## src/hdl/ows_pkg.sv

```systemverilog
// package for the one-wire rom search engine: request mode codes and search constants
// no dependencies; used by hdl/one_wire_rom_search.sv and bench/tb.sv
package ows_pkg;

  localparam int unsigned ROM_BITS     = 64;
  localparam int unsigned END_POSITION = 65;
  localparam int unsigned FAMILY_LIMIT = 9;

  localparam int unsigned POS_W = 7;
  localparam int unsigned FD_W  = 4;
  localparam int unsigned IDX_W = $clog2(ROM_BITS);

  typedef enum logic [2:0] {
    MODE_CLEAR  = 3'd0,
    MODE_START  = 3'd1,
    MODE_PAIR   = 3'd2,
    MODE_TARGET = 3'd3,
    MODE_SKIP   = 3'd4
  } mode_t;

endpackage

```

## src/hdl/one_wire_rom_search.sv

```systemverilog
// one-wire rom search decision engine: one request in, one result out
// the result is registered at the edge that accepts its request
// throughput: one request per cycle while the result is not stalled; in_stall follows a stalled result register
// the search state is updated in the same edge that loads the result register
// reset (rst, synchronous): rom, discrepancies and last-device flag cleared, no pass open
// depends on hdl/ows_pkg.sv
module one_wire_rom_search (
  input  logic        clk,
  input  logic        rst,
  input  logic        in_valid,
  output logic        in_stall,
  input  logic [2:0]  mode,
  input  logic        presence_missing,
  input  logic        id_bit,
  input  logic        complement_bit,
  input  logic [7:0]  target_family,
  output logic        out_valid,
  input  logic        out_stall,
  output logic        direction_valid,
  output logic        write_direction,
  output logic        pass_finished,
  output logic        pass_success,
  output logic [63:0] rom_code,
  output logic        last_device
);

  localparam logic [ows_pkg::POS_W-1:0] POS_ONE = ows_pkg::POS_W'(1);
  localparam logic [ows_pkg::POS_W-1:0] POS_END = ows_pkg::POS_W'(ows_pkg::END_POSITION);
  localparam logic [ows_pkg::POS_W-1:0] POS_FAM = ows_pkg::POS_W'(ows_pkg::FAMILY_LIMIT);
  localparam logic [ows_pkg::POS_W-1:0] POS_ROM = ows_pkg::POS_W'(ows_pkg::ROM_BITS);

  // search state
  logic [ows_pkg::ROM_BITS-1:0] rom;
  logic [ows_pkg::POS_W-1:0]    last_discrepancy;
  logic [ows_pkg::FD_W-1:0]     family_discrepancy;
  logic                         no_more_devices;
  logic [ows_pkg::POS_W-1:0]    bit_position;
  logic [ows_pkg::POS_W-1:0]    newest_zero_position;
  logic                         pass_active;

  logic [ows_pkg::ROM_BITS-1:0] rom_next;
  logic [ows_pkg::POS_W-1:0]    last_discrepancy_next;
  logic [ows_pkg::FD_W-1:0]     family_discrepancy_next;
  logic                         no_more_devices_next;
  logic [ows_pkg::POS_W-1:0]    bit_position_next;
  logic [ows_pkg::POS_W-1:0]    newest_zero_position_next;
  logic                         pass_active_next;

  logic dir_valid_next, dir_next, finished_next, success_next;

  logic                         accept;
  logic [ows_pkg::IDX_W-1:0]    idx;
  logic [ows_pkg::POS_W-1:0]    pos_inc;
  logic                         rom_bit;
  logic                         dir_pair;

  assign in_stall = out_valid & out_stall;
  assign accept   = in_valid & ~in_stall;

  assign idx      = ows_pkg::IDX_W'(bit_position - POS_ONE);
  assign pos_inc  = bit_position + POS_ONE;
  assign rom_bit  = rom[idx];

  // direction where both id bits agree (a discrepancy)
  always_comb begin
    if (bit_position < last_discrepancy) begin
      dir_pair = rom_bit;
    end else begin
      dir_pair = (bit_position == last_discrepancy);
    end
  end

  always_comb begin
    rom_next                  = rom;
    last_discrepancy_next     = last_discrepancy;
    family_discrepancy_next   = family_discrepancy;
    no_more_devices_next      = no_more_devices;
    bit_position_next         = bit_position;
    newest_zero_position_next = newest_zero_position;
    pass_active_next          = pass_active;
    dir_valid_next            = 1'b0;
    dir_next                  = 1'b0;
    finished_next             = 1'b0;
    success_next              = 1'b0;

    case (ows_pkg::mode_t'(mode))
      ows_pkg::MODE_CLEAR: begin
        last_discrepancy_next     = '0;
        family_discrepancy_next   = '0;
        no_more_devices_next      = 1'b0;
        pass_active_next          = 1'b0;
        bit_position_next         = POS_ONE;
        newest_zero_position_next = '0;
      end
      ows_pkg::MODE_START: begin
        bit_position_next         = POS_ONE;
        newest_zero_position_next = '0;
        if (no_more_devices || presence_missing) begin
          last_discrepancy_next   = '0;
          family_discrepancy_next = '0;
          no_more_devices_next    = 1'b0;
          pass_active_next        = 1'b0;
          finished_next           = 1'b1;
        end else begin
          pass_active_next = 1'b1;
        end
      end
      ows_pkg::MODE_PAIR: begin
        if (pass_active) begin
          if (id_bit && complement_bit) begin
            // no device answered
            last_discrepancy_next     = '0;
            family_discrepancy_next   = '0;
            no_more_devices_next      = 1'b0;
            pass_active_next          = 1'b0;
            bit_position_next         = POS_ONE;
            newest_zero_position_next = '0;
            finished_next             = 1'b1;
          end else begin
            if (id_bit != complement_bit) begin
              dir_next = id_bit;
            end else begin
              dir_next = dir_pair;
              if (!dir_pair) begin
                newest_zero_position_next = bit_position;
                if (bit_position < POS_FAM) begin
                  family_discrepancy_next = ows_pkg::FD_W'(bit_position);
                end
              end
            end
            rom_next[idx]     = dir_next;
            dir_valid_next    = 1'b1;
            bit_position_next = pos_inc;
            if (pos_inc >= POS_END) begin
              finished_next           = 1'b1;
              last_discrepancy_next   = newest_zero_position_next;
              if (newest_zero_position_next == '0) begin
                no_more_devices_next = 1'b1;
              end
              pass_active_next          = 1'b0;
              bit_position_next         = POS_ONE;
              newest_zero_position_next = '0;
              if (rom_next[7:0] == 8'h00) begin
                // zero family byte counts as a failed pass
                last_discrepancy_next   = '0;
                family_discrepancy_next = '0;
                no_more_devices_next    = 1'b0;
              end else begin
                success_next = 1'b1;
              end
            end
          end
        end
      end
      ows_pkg::MODE_TARGET: begin
        pass_active_next          = 1'b0;
        bit_position_next         = POS_ONE;
        newest_zero_position_next = '0;
        rom_next                  = {{(ows_pkg::ROM_BITS-8){1'b0}}, target_family};
        last_discrepancy_next     = POS_ROM;
        no_more_devices_next      = 1'b0;
        family_discrepancy_next   = '0;
      end
      ows_pkg::MODE_SKIP: begin
        pass_active_next          = 1'b0;
        bit_position_next         = POS_ONE;
        newest_zero_position_next = '0;
        last_discrepancy_next     = ows_pkg::POS_W'(family_discrepancy);
        family_discrepancy_next   = '0;
        if (family_discrepancy == '0) begin
          no_more_devices_next = 1'b1;
        end
      end
      default: begin
      end
    endcase
  end

  always_ff @(posedge clk) begin
    if (rst) begin
      rom                  <= '0;
      last_discrepancy     <= '0;
      family_discrepancy   <= '0;
      no_more_devices      <= 1'b0;
      bit_position         <= POS_ONE;
      newest_zero_position <= '0;
      pass_active          <= 1'b0;
      out_valid            <= 1'b0;
    end else begin
      if (accept) begin
        rom                  <= rom_next;
        last_discrepancy     <= last_discrepancy_next;
        family_discrepancy   <= family_discrepancy_next;
        no_more_devices      <= no_more_devices_next;
        bit_position         <= bit_position_next;
        newest_zero_position <= newest_zero_position_next;
        pass_active          <= pass_active_next;
        out_valid            <= 1'b1;
      end else if (!out_stall) begin
        out_valid <= 1'b0;
      end
    end
  end

  // result flags; rom and last-device flag move only with a new result
  always_ff @(posedge clk) begin
    if (accept) begin
      direction_valid <= dir_valid_next;
      write_direction <= dir_next;
      pass_finished   <= finished_next;
      pass_success    <= success_next;
    end
  end

  assign rom_code    = rom;
  assign last_device = no_more_devices;

`ifndef ASSERT_OFF
  a_pos_range: assert property (@(posedge clk) disable iff (rst)
    pass_active |-> (bit_position >= POS_ONE && bit_position <= POS_ROM))
    else $error("bit position out of range during a pass");

  a_idle_clean: assert property (@(posedge clk) disable iff (rst)
    !pass_active |-> (bit_position == POS_ONE && newest_zero_position == '0))
    else $error("pass bookkeeping not cleared outside a pass");

  a_ld_range: assert property (@(posedge clk) disable iff (rst)
    last_discrepancy <= POS_ROM)
    else $error("last discrepancy beyond rom length");

  a_state_hold: assert property (@(posedge clk) disable iff (rst)
    (out_valid && out_stall) |=> $stable(rom) && $stable(bit_position))
    else $error("search state moved while result stalled");

  a_no_answer: assert property (@(posedge clk) disable iff (rst)
    (accept && mode == ows_pkg::MODE_PAIR && pass_active && id_bit && complement_bit)
    |=> (out_valid && pass_finished && !pass_success && !direction_valid && !pass_active))
    else $error("one-one pair did not fail the pass");
`endif

endmodule

```

## config.mk

```make
export PLATFORM = sky130hd
export DESIGN_NAME = one_wire_rom_search
export DESIGN_NICKNAME = d
export VERILOG_FILES = /design/src/hdl/ows_pkg.sv /design/src/hdl/one_wire_rom_search.sv
export SDC_FILE = /design/constraint.sdc
export NUM_CORES = 1
export LEC_CHECK = 0
export BUFFER_PORTS_ARGS = -buffer_cell sky130_fd_sc_hd__buf_4
export CORE_MARGIN = 3
export CORE_UTILIZATION = 33
export DETAILED_ROUTE_END_ITERATION = 8
export PLACE_DENSITY = 0.47
export SLEW_MARGIN = 20
export SYNTH_ARGS = -nofsm -noshare
export SYNTH_HDL_FRONTEND = slang
export SYNTH_SLANG_ARGS = --single-unit
```

## constraint.sdc

```tcl
create_clock -name clk -period 4.06 [get_ports clk]
set_clock_uncertainty 0.15 [all_clocks]
set_input_delay 0.812 -clock clk [delete_from_list [all_inputs] [get_ports clk]]
set_output_delay 0.812 -clock clk [all_outputs]
set_load 0.005 [all_outputs]
```

==> impl_metrics.env <==
export IMPL_status="finished, final reports clean"
export IMPL_stdcell_count=986
export IMPL_critPathKind="flop to flop"
export IMPL_drcViolationCount=0
export IMPL_cts_sinks=96
export IMPL_vias=5579
export IMPL_cts_tree="built"
export IMPL_period_share_pct=92.6
export IMPL_grtUsageTotal_pct=20.9
export IMPL_yosysTopAreaCell="dfxtp_1"
export IMPL_synth_ff_type="dfxtp_1"
export IMPL_io_pins=89
export IMPL_hold_path_class="flop to flop"
export IMPL_die_w_um=136
export IMPL_grt_max_degree=65
export IMPL_ir_drop_uv=254
export IMPL_antenna_left=0
export IMPL_syn_cell_area_um2=5600
export IMPL_drt_vias_per_instance=5.66
export IMPL_start_util_pct=34.5
export IMPL_synthCells=685
export IMPL_die_area_um2=18600
export IMPL_p_per_area_nw_per_um2=299
export IMPL_syn_num_nets=713
export IMPL_numCtsBuffers=9
export IMPL_diodes=0
export IMPL_postCtsHoldBufs=0
export IMPL_tightestPinTransition_ns=0.714
export IMPL_wl_um=19300
export IMPL_synth_cell_types=74
export IMPL_num_rows=46
export IMPL_cp_data_required_time_ns=4.15
export IMPL_syn_avg_cell_area_um2=8.17
export IMPL_synth_area_top_cells="dfxtp_1, mux2i_1, nand2_1"
export IMPL_numPortBuffers=88
export IMPL_clk_path_buf_depth=2
export IMPL_ys_async_sr_fraction_pct=0
export IMPL_slew_headroom_pct=52.4
export IMPL_drtIter0Drc=488
export IMPL_ys_ff_latch=96
export IMPL_antenna_found_initial=0
export IMPL_crit_arrival_ns=3.85
export IMPL_ctsRootBufferMaster="clkbuf_16"
export IMPL_critPathLaunchType="flop"
export IMPL_clock_fmax_mhz=266
export IMPL_grt_pass1_wl_um=30300
export IMPL_maxCapViolCount=0
export IMPL_finalCriticalPeriod_ns=3.76
export IMPL_core_um2=16200
export IMPL_h_tree_depth=3
export IMPL_clkSlewWorstSetupHoldPaths_ns=0.06
export IMPL_syn_to_final_growth_pct=21.9
export IMPL_path_max_fanout=12
export IMPL_synth_edf_count=4
export IMPL_hold_violations=0
export IMPL_yosysMostFrequentCell="dfxtp_1"
export IMPL_final_util_pct=42.0
export IMPL_dr_pass1_iters=5
export IMPL_hold_slack_ns=0.320
export IMPL_layout_drive_gt1_share_pct=21.6
export IMPL_place_congestion=0.837
export IMPL_die_y_um=136
export IMPL_leakagePower_nw=2.80
export IMPL_seq_area_frac_synth_pct=35.0
export IMPL_grt_setup_unrepaired="false"
export IMPL_nets=793
export IMPL_grt_overflow=0
export IMPL_grt_pass1_vias=5245
export IMPL_insertion_delay_ns=0.36
export IMPL_drv_slew=0
export IMPL_yosysWarnings=0
export IMPL_hpwl_um=13600
export IMPL_finalSetupViolations=0
export IMPL_synth_top_area_share_pct=32.9
export IMPL_fin_tns_setup_ns=0
export IMPL_wl_per_cell_um=19.6
export IMPL_ys_top_cells_by_count="dfxtp_1, nand2_1, nor2_1, a21oi_1, mux2i_1"
export IMPL_place_inst=970
export IMPL_cp_end_kind="flop"
[worst max-delay path: stages, from the launching register on]
cell and delay (ns):
dfxtp_1 0.32, inv_1 0.07, ha_1 0.34, xor2_4 0.46
mux2i_1 0.29, o22ai_1 0.10, or4_1 0.52, a32oi_2 0.29
nand3_2 0.11, buf_4 0.22, nor2_1 0.34, o221ai_2 0.19
a32o_1 0.23
[flip-flops by register name, indices dropped and copies added (netlist names)]
signal and flops:
bit_position 7, direction_valid 1, rom_code 64, family_discrepancy 4
last_discrepancy 7, pass_success 1, write_direction 1, pass_finished 1
last_device 1, pass_active 1, out_valid 1, newest_zero_position 7
[path summary, 6_finish.rpt]
| path | from | slack (ns) | cells past startpoint | endpoint |
|---|---|---|---|---|
| setup / recovery | bit_position[0] | 0.30 | 12 | family_discrepancy[0] |
| hold / removal | last_discrepancy[4] | 0.32 | 2 | last_discrepancy[4] |
| setup reg to reg | bit_position[0] | 0.30 | 12 | family_discrepancy[0] |
| hold reg to reg | last_discrepancy[4] | 0.32 | 2 | last_discrepancy[4] |
[metrics by stage]
step / cell area [um2] / total power, mW / setup WS, ns
after global placement: 6520 / 1.18 / 0.186
after CTS: 6810 / 2.05 / 0.133
after floorplan: 5600 / 1.12 / 0.397
after detailed placement: 6520 / 1.18 / 0.141
final: 6820 / 2.04 / 0.300
after global routing: 6820 / 2.11 / 0.0557
[what timing repair did]
| item | CTS | global route |
|---|---|---|
| endpoints found under the setup margin | 0 | 6 |
| resized for setup | 0 | 1 |
| buffers inserted | 0 | 0 |
[cell families after synthesis]
family	count (synthesis)	synth area share (%)
xor+xnor	8	1.52
buf+inv	70	6.23
fa+ha+maj	10	2.23
mux	58	11.2
simple gates	272	23.7
flops	96	35.0
compound gates	171	20.1
[layer usage]
layer,part of all wire (%),vias to the layer above,GRT usage (%)
met3,5.3,22,3.33
met5,0,-,0
met4,1.6,0,6.16
li1,-,2660,-
met1,50,2713,32.4
met2,43,184,29.5
[placed cells by master (no fill, tap or decap), types with 7 or more instances in the layout]
cell type,n
nor2b_1,7
o22ai_1,11
a22oi_1,12
clkbuf_16,9
nor2_1,60
nand3_1,32
o21ai_0,42
buf_4,122
nor3_1,16
mux2_2,9
inv_1,14
nor4_1,9
nand2_1,85
a21oi_1,53
dfxtp_1,92
nand4_1,19
mux2i_1,46
ha_1,10
[layout make-up]
class / count / area, um2
fillers: 1705 / 9410
multi-input cells: 519 / 3300
flip-flops and latches: 96 / 1960
repair buffers: 123 / 936
well taps: 216 / 270
clock buffers: 9 / 225
clock inverters: 7 / 68.8
inverters: 16 / 60.1
[report_power, final]
| part | total, mW | internal (mW) | switching (mW) |
|---|---|---|---|
| sequential | 0.965 | 0.956 | 0.00852 |
| combinational | 0.199 | 0.0685 | 0.131 |
| clock | 0.873 | 0.480 | 0.394 |
(Power assumes the default switching activity.)
